[src/hw/rtl/b64d_pkg.sv]
// ----------------------------------------------------------------------------
// Base64 stream decoder package
// Shared constants, codes and record types of the decoder.
// ----------------------------------------------------------------------------
package b64d_pkg;

  // Width of the internal byte counters; the count ports stay PORT_W wide.
  localparam int COUNT_W    = 32;
  localparam int PORT_W     = 32;
  localparam int PADDR_W    = 3;
  localparam int CMDQ_DEPTH = 4;

  localparam logic [7:0] PAD_CHAR  = 8'd61;
  localparam logic [7:0] ALPHA_TOP = 8'd122;

  // Character classes produced by the front end.
  localparam logic [1:0] CLS_NONE = 2'd0;
  localparam logic [1:0] CLS_SYM  = 2'd1;
  localparam logic [1:0] CLS_PAD  = 2'd2;
  localparam logic [1:0] CLS_BAD  = 2'd3;

  // Decode modes.
  localparam logic [1:0] MODE_STOP   = 2'd0;
  localparam logic [1:0] MODE_SKIP   = 2'd1;
  localparam logic [1:0] MODE_STRICT = 2'd2;
  localparam logic [1:0] MODE_UNDEF  = 2'd3;

  // Final status codes.
  localparam logic [1:0] ST_OK   = 2'd0;
  localparam logic [1:0] ST_FULL = 2'd1;
  localparam logic [1:0] ST_ERR  = 2'd2;

  // Result kinds.
  localparam logic KIND_DATA   = 1'b0;
  localparam logic KIND_STATUS = 1'b1;

  // Register indexes (paddr[2]).
  localparam logic REG_MODE = 1'b0;
  localparam logic REG_CAP  = 1'b1;

  typedef logic [COUNT_W-1:0] cnt_t;

  typedef struct packed {
    logic [1:0] cls;
    logic [5:0] val;
    logic       eos;
  } cmd_t;

  typedef struct packed {
    logic [1:0]        mode;
    logic [PORT_W-1:0] cap;
  } cfg_t;

  typedef struct packed {
    logic [7:0] data;
    logic       kind;
    logic [1:0] status;
    cnt_t       dec;
    cnt_t       con;
    logic       last;
  } res_t;

endpackage

[src/hw/rtl/b64d_regs.sv]
// ----------------------------------------------------------------------------
// Base64 decoder configuration registers
// APB-style register file holding the decode mode and the output capacity.
// ----------------------------------------------------------------------------
module b64d_regs (
  input  logic                         clk,
  input  logic                         rst_n,
  input  logic                         psel,
  input  logic                         penable,
  input  logic                         pwrite,
  input  logic [b64d_pkg::PADDR_W-1:0] paddr,
  input  logic [b64d_pkg::PORT_W-1:0]  pwdata,
  output logic [b64d_pkg::PORT_W-1:0]  prdata,
  output logic                         pready,
  output b64d_pkg::cfg_t               cfg
);
  import b64d_pkg::*;

  logic [1:0]        mode_r;
  logic [PORT_W-1:0] cap_r;
  logic              wr_en;

  assign pready = 1'b1;
  assign wr_en  = psel & penable & pwrite & pready;

  always_ff @(posedge clk) begin
    if (!rst_n) begin
      mode_r <= MODE_STOP;
      cap_r  <= '1;
    end else if (wr_en) begin
      case (paddr[2])
        REG_MODE: mode_r <= pwdata[1:0];
        REG_CAP:  cap_r  <= pwdata;
        default:  cap_r  <= cap_r;
      endcase
    end
  end

  assign prdata   = (paddr[2] == REG_CAP) ? cap_r : PORT_W'(mode_r);
  assign cfg.mode = mode_r;
  assign cfg.cap  = cap_r;

endmodule

[src/hw/rtl/b64d_front.sv]
// ----------------------------------------------------------------------------
// Base64 decoder front end
// Accepts text requests and classifies each byte into a command record.
// ----------------------------------------------------------------------------
module b64d_front (
  input  logic           push,
  output logic           full,
  input  logic [7:0]     in_text_byte,
  input  logic           in_byte_present,
  input  logic           in_end_of_string,
  input  logic           q_full,
  output logic           q_wr,
  output b64d_pkg::cmd_t q_wdata
);
  import b64d_pkg::*;

  localparam logic [7:0] CH_UP_A  = 8'd65;
  localparam logic [7:0] CH_UP_Z  = 8'd90;
  localparam logic [7:0] CH_LO_A  = 8'd97;
  localparam logic [7:0] CH_ZERO  = 8'd48;
  localparam logic [7:0] CH_NINE  = 8'd57;
  localparam logic [7:0] CH_PLUS  = 8'd43;
  localparam logic [7:0] CH_SLASH = 8'd47;

  logic [7:0] c;

  assign c    = in_text_byte;
  assign full = q_full;
  assign q_wr = push & ~q_full;

  always_comb begin
    q_wdata.cls = CLS_BAD;
    q_wdata.val = '0;
    q_wdata.eos = in_end_of_string;
    if (!in_byte_present) begin
      q_wdata.cls = CLS_NONE;
    end else if (c > ALPHA_TOP) begin
      q_wdata.cls = CLS_BAD;
    end else if (c inside {[CH_UP_A:CH_UP_Z]}) begin
      q_wdata.cls = CLS_SYM;
      q_wdata.val = 6'(c - CH_UP_A);
    end else if (c inside {[CH_LO_A:ALPHA_TOP]}) begin
      // Lower case letters map to 26..51.
      q_wdata.cls = CLS_SYM;
      q_wdata.val = 6'(c - CH_LO_A + 8'd26);
    end else if (c inside {[CH_ZERO:CH_NINE]}) begin
      q_wdata.cls = CLS_SYM;
      q_wdata.val = 6'(c - CH_ZERO + 8'd52);
    end else if (c == CH_PLUS) begin
      q_wdata.cls = CLS_SYM;
      q_wdata.val = 6'd62;
    end else if (c == CH_SLASH) begin
      q_wdata.cls = CLS_SYM;
      q_wdata.val = 6'd63;
    end else if (c == PAD_CHAR) begin
      q_wdata.cls = CLS_PAD;
    end
  end

endmodule

[src/hw/rtl/b64d_cmdq.sv]
// ----------------------------------------------------------------------------
// Base64 decoder command queue
// Short FIFO of classified commands between the front and the back end.
// ----------------------------------------------------------------------------
module b64d_cmdq (
  input  logic           clk,
  input  logic           rst_n,
  input  logic           wr_en,
  input  b64d_pkg::cmd_t wr_data,
  input  logic           rd_en,
  output b64d_pkg::cmd_t rd_data,
  output logic           full,
  output logic           not_empty
);
  import b64d_pkg::*;

  localparam int AW = $clog2(CMDQ_DEPTH);
  localparam int CW = $clog2(CMDQ_DEPTH + 1);

  cmd_t          mem_r [CMDQ_DEPTH];
  logic [AW-1:0] wptr_r;
  logic [AW-1:0] rptr_r;
  logic [CW-1:0] cnt_r;
  logic          do_wr;
  logic          do_rd;

  assign full      = (cnt_r == CW'(CMDQ_DEPTH));
  assign not_empty = (cnt_r != '0);
  assign do_wr     = wr_en & ~full;
  assign do_rd     = rd_en & not_empty;
  assign rd_data   = mem_r[rptr_r];

  always_ff @(posedge clk) begin
    if (do_wr) begin
      mem_r[wptr_r] <= wr_data;
    end
  end

  always_ff @(posedge clk) begin
    if (!rst_n) begin
      wptr_r <= '0;
      rptr_r <= '0;
      cnt_r  <= '0;
    end else begin
      if (do_wr) begin
        wptr_r <= (wptr_r == AW'(CMDQ_DEPTH - 1)) ? '0 : wptr_r + 1'b1;
      end
      if (do_rd) begin
        rptr_r <= (rptr_r == AW'(CMDQ_DEPTH - 1)) ? '0 : rptr_r + 1'b1;
      end
      if (do_wr && !do_rd) begin
        cnt_r <= cnt_r + 1'b1;
      end else if (do_rd && !do_wr) begin
        cnt_r <= cnt_r - 1'b1;
      end
    end
  end

endmodule

[src/hw/rtl/b64d_back.sv]
// ----------------------------------------------------------------------------
// Base64 decoder back end
// Runs the quad state, counters and status decisions for each command and
// sequences the resulting bytes and status one per cycle into the output
// register while that register is free or being popped.
// ----------------------------------------------------------------------------
module b64d_back (
  input  logic           clk,
  input  logic           rst_n,
  input  b64d_pkg::cfg_t cfg,
  input  b64d_pkg::cmd_t cmd,
  input  logic           cmd_avail,
  output logic           cmd_take,
  input  logic           res_pop,
  output logic           res_valid,
  output b64d_pkg::res_t res
);
  import b64d_pkg::*;

  typedef struct packed {
    logic [2:0][7:0] bytes;
    logic [1:0]      n_data;
    logic [1:0]      status;
    cnt_t            dec;
    cnt_t            con;
    logic [1:0]      last_idx;
  } plan_t;

  // Per-string state.
  logic [3:0][5:0] qv_r, qv_nxt, qv1;
  logic [1:0]      fill_r, fill_nxt, fill_pre;
  logic [2:0]      pad_r, pad_nxt, pad1;
  cnt_t            skip_r, skip_nxt;
  cnt_t            dec_r, dec_nxt;
  cnt_t            con_r, con_nxt;
  logic            halted_r, halted_nxt;
  logic [1:0]      hstat_r, hstat_nxt;

  // Result sequencer and output register.
  plan_t           plan_r, plan_nxt;
  logic            plan_valid_r, plan_valid_nxt;
  logic [1:0]      idx_r, idx_nxt;
  res_t            out_r, out_nxt;
  logic            out_valid_r, out_valid_nxt;

  // Decision terms.
  logic             act, is_bad, take, complete, part_try, fits, upd, dec_zero;
  logic             halt_pre, halt_fin;
  logic [1:0]       hstat_pre, hstat_fin;
  logic [1:0]       n_quad, n_part, n_sel, n_data, st;
  logic [2:0]       total;
  logic [COUNT_W:0] dec_sum;
  logic [COUNT_W+1:0] con_sum;
  cnt_t             dec_new, con_new, dec_upd, con_upd, con_add;
  logic [2:0]       con_inc;
  logic [2:0][7:0]  bytes;
  logic             out_rdy, emit, plan_last;
  res_t             cur;

  always_comb begin
    act    = (cmd.cls != CLS_NONE) && !halted_r && (cfg.mode != MODE_UNDEF);
    is_bad = act && (cmd.cls == CLS_BAD);
    take   = act && ((cmd.cls == CLS_SYM) || (cmd.cls == CLS_PAD));

    pad1 = (act && (cmd.cls == CLS_PAD) && (pad_r != 3'd7)) ? pad_r + 3'd1 : pad_r;

    qv1 = qv_r;
    if (take) begin
      qv1[fill_r] = (cmd.cls == CLS_SYM) ? cmd.val : 6'd0;
    end

    complete = take && (fill_r == 2'd3);
    fill_pre = (take && !complete) ? fill_r + 2'd1 : fill_r;
    n_quad   = (pad1 >= 3'd3) ? 2'd0 : 2'(3'd3 - pad1);
    n_part   = (fill_pre == 2'd3) ? 2'd2 : 2'd1;

    halt_pre  = halted_r | (is_bad && (cfg.mode != MODE_SKIP));
    hstat_pre = (is_bad && (cfg.mode == MODE_STRICT)) ? ST_ERR : hstat_r;

    part_try = cmd.eos && !complete && (cfg.mode != MODE_UNDEF) &&
               (cfg.mode != MODE_SKIP) && !(halt_pre && (hstat_pre != ST_OK)) &&
               (fill_pre != 2'd0);

    // One capacity check per command: a full quad or the partial last quad.
    n_sel   = complete ? n_quad : n_part;
    dec_sum = {1'b0, dec_r} + (COUNT_W+1)'(n_sel);
    fits    = (PORT_W+1)'(dec_sum) <= {1'b0, cfg.cap};
    dec_new = dec_sum[COUNT_W] ? '1 : dec_sum[COUNT_W-1:0];

    con_add = complete ? skip_r : '0;
    con_inc = complete ? 3'd4 : {1'b0, fill_pre};
    con_sum = (COUNT_W+2)'(con_r) + (COUNT_W+2)'(con_add) + (COUNT_W+2)'(con_inc);
    con_new = (con_sum[COUNT_W+1:COUNT_W] != 2'b00) ? '1 : con_sum[COUNT_W-1:0];

    upd      = (complete || part_try) && fits;
    dec_upd  = upd ? dec_new : dec_r;
    con_upd  = upd ? con_new : con_r;
    dec_zero = (dec_r == '0) && (!upd || (n_sel == 2'd0));

    halt_fin  = halt_pre | (complete && !fits);
    hstat_fin = (complete && !fits) ? ST_FULL : hstat_pre;

    if (cfg.mode == MODE_UNDEF) begin
      st = ST_ERR;
    end else if (halt_fin && (hstat_fin != ST_OK)) begin
      st = hstat_fin;
    end else if (cfg.mode != MODE_SKIP) begin
      st = (part_try && !fits) ? ST_FULL : (dec_zero ? ST_ERR : ST_OK);
    end else begin
      st = ST_OK;
    end

    if (complete && fits) begin
      n_data = n_quad;
    end else if (part_try && fits) begin
      n_data = n_part;
    end else begin
      n_data = 2'd0;
    end
    total = 3'(n_data) + 3'(cmd.eos);

    bytes[0] = {qv1[0], qv1[1][5:4]};
    bytes[1] = {qv1[1][3:0], qv1[2][5:2]};
    bytes[2] = {qv1[2][1:0], qv1[3]};
  end

  // Handshake between sequencer, command queue and output register.
  assign out_rdy   = ~out_valid_r | res_pop;
  assign emit      = plan_valid_r & out_rdy;
  assign plan_last = (idx_r == plan_r.last_idx);
  assign cmd_take  = cmd_avail & (~plan_valid_r | (emit & plan_last));

  always_comb begin
    cur.kind   = KIND_DATA;
    cur.status = ST_OK;
    cur.dec    = plan_r.dec;
    cur.con    = plan_r.con;
    cur.last   = 1'b0;
    case (idx_r)
      2'd0:    cur.data = plan_r.bytes[0];
      2'd1:    cur.data = plan_r.bytes[1];
      default: cur.data = plan_r.bytes[2];
    endcase
    if (idx_r >= plan_r.n_data) begin
      cur.data   = 8'd0;
      cur.kind   = KIND_STATUS;
      cur.status = plan_r.status;
      cur.last   = 1'b1;
    end
  end

  always_comb begin
    qv_nxt         = qv_r;
    fill_nxt       = fill_r;
    pad_nxt        = pad_r;
    skip_nxt       = skip_r;
    dec_nxt        = dec_r;
    con_nxt        = con_r;
    halted_nxt     = halted_r;
    hstat_nxt      = hstat_r;
    plan_nxt       = plan_r;
    plan_valid_nxt = plan_valid_r;
    idx_nxt        = idx_r;

    if (emit) begin
      idx_nxt = idx_r + 2'd1;
      if (plan_last) begin
        plan_valid_nxt = 1'b0;
      end
    end

    if (cmd_take) begin
      plan_nxt.bytes    = bytes;
      plan_nxt.n_data   = n_data;
      plan_nxt.status   = st;
      plan_nxt.dec      = (cmd.eos && (st == ST_ERR)) ? '0 : dec_upd;
      plan_nxt.con      = con_upd;
      plan_nxt.last_idx = 2'(total - 3'd1);
      plan_valid_nxt    = (total != 3'd0);
      idx_nxt           = 2'd0;

      if (cmd.eos) begin
        qv_nxt     = '0;
        fill_nxt   = 2'd0;
        pad_nxt    = 3'd0;
        skip_nxt   = '0;
        dec_nxt    = '0;
        con_nxt    = '0;
        halted_nxt = 1'b0;
        hstat_nxt  = ST_OK;
      end else begin
        qv_nxt     = (complete && fits) ? '0 : qv1;
        fill_nxt   = (complete && fits) ? 2'd0 : fill_pre;
        pad_nxt    = (complete && fits) ? 3'd0 : pad1;
        if (complete && fits) begin
          skip_nxt = '0;
        end else if (is_bad && (cfg.mode == MODE_SKIP) && (skip_r != '1)) begin
          skip_nxt = skip_r + 1'b1;
        end
        dec_nxt    = dec_upd;
        con_nxt    = con_upd;
        halted_nxt = halt_fin;
        hstat_nxt  = hstat_fin;
      end
    end

    out_nxt       = emit ? cur : out_r;
    out_valid_nxt = emit | (out_valid_r & ~res_pop);
  end

  always_ff @(posedge clk) begin
    if (!rst_n) begin
      qv_r         <= '0;
      fill_r       <= 2'd0;
      pad_r        <= 3'd0;
      skip_r       <= '0;
      dec_r        <= '0;
      con_r        <= '0;
      halted_r     <= 1'b0;
      hstat_r      <= ST_OK;
      plan_valid_r <= 1'b0;
      idx_r        <= 2'd0;
      out_valid_r  <= 1'b0;
    end else begin
      qv_r         <= qv_nxt;
      fill_r       <= fill_nxt;
      pad_r        <= pad_nxt;
      skip_r       <= skip_nxt;
      dec_r        <= dec_nxt;
      con_r        <= con_nxt;
      halted_r     <= halted_nxt;
      hstat_r      <= hstat_nxt;
      plan_valid_r <= plan_valid_nxt;
      idx_r        <= idx_nxt;
      out_valid_r  <= out_valid_nxt;
    end
  end

  always_ff @(posedge clk) begin
    plan_r <= plan_nxt;
    out_r  <= out_nxt;
  end

  assign res_valid = out_valid_r;
  assign res       = out_r;

endmodule

[src/hw/rtl/base64_stream_decoder.sv]
// ----------------------------------------------------------------------------
// Base64 stream decoder
// Decodes base64 text, one byte per request, into data bytes and a final
// status per string.
// ----------------------------------------------------------------------------
// The decoder takes one text byte per input request and, as each group of four
// characters completes, returns up to three decoded data bytes as separate
// result requests; a request with in_end_of_string set is followed by one
// status result (out_kind 1, out_last 1) carrying the final decoded and
// consumed counts. Input requests are accepted one per cycle while the queue
// is not full, into a four-deep command queue; the back end retires one
// request per cycle if each yields at most one result, because results leave
// one per cycle, while popped, through a single output register. A request
// completing a quad holds the back end until its results (up to three, four
// with the status) have left, and the queue absorbs the text bytes arriving
// meanwhile. A request passes the queue, plan and output registers before its
// first result. The mode and capacity registers must only be written while no
// string is in flight; there is no initialization sweep after reset.
// ----------------------------------------------------------------------------
module base64_stream_decoder (
  input  logic                         clk,
  input  logic                         rst_n,
  // Text input
  input  logic                         push,
  output logic                         full,
  input  logic [7:0]                   in_text_byte,
  input  logic                         in_byte_present,
  input  logic                         in_end_of_string,
  // Results
  output logic                         empty,
  input  logic                         pop,
  output logic [7:0]                   out_byte,
  output logic                         out_kind,
  output logic [1:0]                   out_status,
  output logic [b64d_pkg::PORT_W-1:0]  out_decoded_total,
  output logic [b64d_pkg::PORT_W-1:0]  out_consumed_total,
  output logic                         out_last,
  // Configuration
  input  logic                         psel,
  input  logic                         penable,
  input  logic                         pwrite,
  input  logic [b64d_pkg::PADDR_W-1:0] paddr,
  input  logic [b64d_pkg::PORT_W-1:0]  pwdata,
  output logic [b64d_pkg::PORT_W-1:0]  prdata,
  output logic                         pready
);
  import b64d_pkg::*;

  cfg_t cfg;
  cmd_t q_wdata;
  cmd_t q_rdata;
  res_t res;
  logic q_full;
  logic q_wr;
  logic q_not_empty;
  logic q_rd;
  logic res_valid;

  b64d_regs u_regs (
    .clk     (clk),
    .rst_n   (rst_n),
    .psel    (psel),
    .penable (penable),
    .pwrite  (pwrite),
    .paddr   (paddr),
    .pwdata  (pwdata),
    .prdata  (prdata),
    .pready  (pready),
    .cfg     (cfg)
  );

  // Front end: classify each text byte as a symbol, a pad, an invalid byte
  // or an empty end marker.
  b64d_front u_front (
    .push             (push),
    .full             (full),
    .in_text_byte     (in_text_byte),
    .in_byte_present  (in_byte_present),
    .in_end_of_string (in_end_of_string),
    .q_full           (q_full),
    .q_wr             (q_wr),
    .q_wdata          (q_wdata)
  );

  // The queue lets text keep flowing while the back end emits a quad.
  b64d_cmdq u_cmdq (
    .clk       (clk),
    .rst_n     (rst_n),
    .wr_en     (q_wr),
    .wr_data   (q_wdata),
    .rd_en     (q_rd),
    .rd_data   (q_rdata),
    .full      (q_full),
    .not_empty (q_not_empty)
  );

  // Back end: quad assembly, counters, capacity checks and result ordering.
  b64d_back u_back (
    .clk       (clk),
    .rst_n     (rst_n),
    .cfg       (cfg),
    .cmd       (q_rdata),
    .cmd_avail (q_not_empty),
    .cmd_take  (q_rd),
    .res_pop   (pop),
    .res_valid (res_valid),
    .res       (res)
  );

  assign empty              = ~res_valid;
  assign out_byte           = res.data;
  assign out_kind           = res.kind;
  assign out_status         = res.status;
  assign out_decoded_total  = PORT_W'(res.dec);
  assign out_consumed_total = PORT_W'(res.con);
  assign out_last           = res.last;

endmodule

[config.mk]
export PLATFORM = sky130hd
export DESIGN_NAME = base64_stream_decoder
export DESIGN_NICKNAME = d
export VERILOG_FILES = /design/src/hw/rtl/b64d_pkg.sv /design/src/hw/rtl/b64d_regs.sv /design/src/hw/rtl/b64d_front.sv /design/src/hw/rtl/b64d_cmdq.sv /design/src/hw/rtl/b64d_back.sv /design/src/hw/rtl/base64_stream_decoder.sv
export SDC_FILE = /design/constraint.sdc
export NUM_CORES = 1
export LEC_CHECK = 0
export BUFFER_PORTS_ARGS = -buffer_cell sky130_fd_sc_hd__buf_2
export CORE_AREA = 2 2 229 231
export CTS_BUF_LIST = sky130_fd_sc_hd__clkbuf_4 sky130_fd_sc_hd__clkbuf_8
export DETAILED_ROUTE_END_ITERATION = 6
export DIE_AREA = 0 0 231 233
export PLACE_DENSITY_LB_ADDON = 0.25
export SLEW_MARGIN = 10
export SYNTH_ARGS = -nofsm -noshare
export SYNTH_HDL_FRONTEND = slang
export SYNTH_HIERARCHICAL = 1
export SYNTH_SLANG_ARGS = --single-unit
[constraint.sdc]
create_clock -name clk -period 11 [get_ports clk]
set_input_delay 0 -clock clk [delete_from_list [all_inputs] [get_ports clk]]
set_output_delay 0 -clock clk [all_outputs]
set_load 0.01 [all_outputs]
==> results.md <==
- Status: finished clean
- Iteration count of the initial detailed-routing pass: 5
- Routed via count: around 15000
- Switching share of total power: 0.349
- DR WL/cell: 17.9 microns
- Maximum vdd drop: ~120 uV
- Initial antenna violation count: 1
- Gr ovfl total: 0
- CP most frequent cell: ha_1
- EDFF count, synth: 205
- Reg-to-reg slack, setup: between 2 and 2.5 ns
- RSZ-0062 raised after global routing: false
- Net count after synthesis: 2179
- Top_reg_cell synth: edfxtp_1
- DRC: 0
- Core Region: 51100 sq um
- YS warnings: 6
- Crit path time final: about 8.9 ns
- Vias in the first global route: 14783
- H-tree depth: 3
- Buffers & Inverters on Critical Path: 6
- Sequential area share after synthesis: 0.474
- Post-synthesis register bit count: 380
- Clk buf depth: 3
- Post-Syn Area: approximately 20000 sq um
- Max Cap Viol: 0
- Largest net degree at the start of global routing: 87
- Syn Area/Cell: between 10 and 15 sq um
- Leak pwr: 9.79 nW
- Vias/cell: between 5 and 6
- Row cnt: a little over 80
- Worst endpoint required time: between 10 and 15 ns
- Routability congestion estimate: between 0.8 and 0.9
- Die span in y: 233 microns
- Hold endpoint: u_cmdq/mem_r[3][3]$_DFFE_PP_
- Clock Latency Late Sink: 0.64 ns
- Fmax: 112 MHz
- Final setup vio count: 0
- Reg power frac: 0.423
- DR iter-0 viols: about 1100
- Yosys top cell by area: edfxtp_1
- Final hold violations: 0
- Worst Setup End Kind: flip-flop
- Design Power: a little under 0.005 W
- Relative slew margins: 0.281
- Post-DP HPWL: 36.0 mm
- Gate power share: 0.288
- Setup TNS: 0 ns
- Worst min-delay path category: in2reg
- Slowest stage cell, crit path: dfxtp_1
- Worst-Margin Slew: 1.08 ns
- Type of origin of the critical path: flip-flop
- Clock Sinks: between 300 and 400
- Hold path startpoint: in_text_byte[2]
- Largest cells by area after synthesis: edfxtp_1 30%, dfxtp_1 17%, ha_1 7.7%
- Port bufs: between 150 and 200
- Post-synth top area share: 0.302
- # IOs: 163
- Antenna Violating Nets Remaining: 0
- Mapped Cells: 1995
- Nets@finish: around 2300
- Die ar.: around 54000 sq um
- GR Util All Layers: 0.191
- CTS clk-pin slew, worst paths: about 0.06 ns
- Global-route wire length before repair: 80.7 mm
- Critical Path Stages: 34
- Clock root buffer master: clkbuf_8
- Yosys cell types: 96
- Worst Skew: 0.0394 ns
- Pins Over Slew Limit: 0
- Worst Setup Path Type: reg2reg
- WHS Path Cells: 4
- Int Power: roughly 0.0032 W
- Drt total wl: slightly above 50 mm
- Crit path DAT: approximately 9.4 ns
- Critical Path Max Stage Delay: roughly 0.73 ns
- Post-CTS Setup Repair Bufs: 0
- Top delay family on crit path: simple AND/OR/NAND/NOR gates
- Layout cells sized above 1: 0.164
- Clk pwr share: 0.289
- Crit-path max FO: 41
- CTS tree: built
- R2R Path End: u_back/plan_valid_r$_SDFFE_PN0P_
- CTS Buf Count: 66
- Synthesis-to-layout area growth: 15.2%
- Die span in x: roughly 230 microns
- Power Dens Cells: between 200 and 250 nW/um^2
- Switching Power: between 0.0015 and 0.002 W
- Post-synth ARST share: 0
- Number of gates resized after CTS: 0
- Initial core utilization: 0.399
- FF-to-FF path depth: 34
- Crit share post-route: 0.810
[logic make-up (layout without fill, tap and decap cells)]
group | after synthesis | after routing | share of synthesized area
AOI/OAI and AO/OA | 412 | 412 | 0.142
buffers and inverters | 203 | 423 | 0.0442
adders and majority gates | 132 | 132 | 0.0832
other | 1 | 2 | 0.000184
xor gates and xnor gates | 126 | 126 | 0.0541
muxes | 51 | 51 | 0.0307
and+or+nand+nor | 690 | 690 | 0.172
DFF | 380 | 380 | 0.474
[synthesized netlist by cell type (10+ instances only)]
library cell    n
mux2i_1        39
xnor2_1        53
nand3_1        63
nand4_1        19
a211oi_1       10
a21oi_1        78
a311oi_1       10
nor2_1        155
xor2_1         73
a21o_1         23
clkbuf_1       76
edfxtp_1      205
o21ai_0        99
nor3_1         31
inv_1          81
o31ai_1        24
buf_2          23
a22oi_1        13
o22a_1         18
and4_1         14
and3_1         51
dfxtp_1       175
a22o_1         29
and2_1         48
o21a_1         10
nor2b_1        76
a31oi_1        18
ha_1          126
nand2_1       177
[sequential cells by signal, summed over array words and instances (netlist names), 2 cells and up, named ones only]
name / flops
u_back/dec_r: 32
u_cmdq/cnt_r: 3
u_regs/mode_r: 2
u_cmdq/wptr_r: 2
u_back/plan_r: 30
u_back/idx_r: 2
u_cmdq/mem_r: 36
u_cmdq/rptr_r: 2
u_back/con_r: 32
u_back/skip_r: 32
u_back/cur: 64
u_back/fill_r: 2
u_back/pad_r: 3
u_back/res: 75
u_regs/cap_r: 32
u_back/hstat_r: 2
u_back/qv_r: 24
[layer usage]
metal | vias up | track usage | share of wire
li1 | 7541 | - | -
met1 | 7378 | 0.254 | 0.45
met2 | 379 | 0.309 | 0.47
met3 | 96 | 0.0332 | 0.051
met4 | 0 | 0.0756 | 0.028
met5 | - | 0 | 0
[tightest hold or removal path, delay by kind of cell]
family / cells / cell delay, ns
buffers and inverters: 1 / 0.20
xor gates and xnor gates: 1 / 0.09
and+or+nand+nor: 1 / 0.08
AOI/OAI and AO/OA: 1 / 0.17
[stage by stage]
step | instances | cell area, sq um | utilization | setup slack, ns | hold WS, ns
3_5_place_dp | 2730 | 21600 | 0.423 | 2.16 | 0.221
6_report | 2896 | 23500 | 0.460 | 2.10 | 0.0934
4_1_cts | 2895 | 23500 | 0.460 | 2.10 | 0.0319
5_1_grt | 2896 | 23500 | 0.460 | 1.39 | 0.0997
3_3_place_gp | 2730 | 21600 | 0.423 | 2.21 | 0.214
2_1_floorplan | 1995 | 20400 | - | 3.41 | 0.142
[worst max path at each step]
| stage | to |
|---|---|
| floorplan | u_back/plan_r[1]$_DFFE_PP_ |
| global placement | u_back/plan_valid_r$_SDFFE_PN0P_ |
| detailed placement | u_back/plan_r[1]$_DFFE_PP_ |
| finish | u_back/plan_valid_r$_SDFFE_PN0P_ |
| global route | u_back/plan_valid_r$_SDFFE_PN0P_ |
| CTS | u_back/plan_valid_r$_SDFFE_PN0P_ |
[area by class of cell]
type,instances,area [sq um]
antenna,1,2.50
clock buffer,104,1260
clock inverter,18,209
fill,4875,27600
inverter,82,312
multi-input combinational,1412,9850
sequential,380,9660
tap,680,851
timing repair buffer,219,1350
[repair_timing]
action	in CTS	in global routing
endpoints found under the setup margin	0	0
endpoints found under the hold margin	66	0
hold buffers	43	0
[cell usage in the layout (no fill, tap or decap), drive strengths merged, types with 23 or more instances in the layout]
cell type    synthesis  layout
a21o                23      23
a21oi               80      80
a22o                29      29
and2                48      48
and3                51      51
buf                 43     176
clkbuf              78     104
dfxtp              175     175
dlygate4sd3          0      43
edfxtp             205     205
ha                 126     126
inv                 81      83
mux2i               39      39
nand2              177     177
nand3               64      64
nor2               158     158
nor2b               76      76
nor3                32      32
o21ai              108     108
o31ai               25      25
xnor2               53      53
xor2                73      73
[power by group through the flow]
stage | clock network (W) | logic (W) | registers [W]
after global routing | 0.00153 | 0.00157 | 0.00212
final | 0.00143 | 0.00143 | 0.00209
after floorplan | 0 | 0.000948 | 0.00212
after detailed placement | 0 | 0.00142 | 0.00212
after global placement | 0 | 0.00140 | 0.00211
after CTS | 0.00147 | 0.00144 | 0.00209
(Power assumes the default switching activity.)
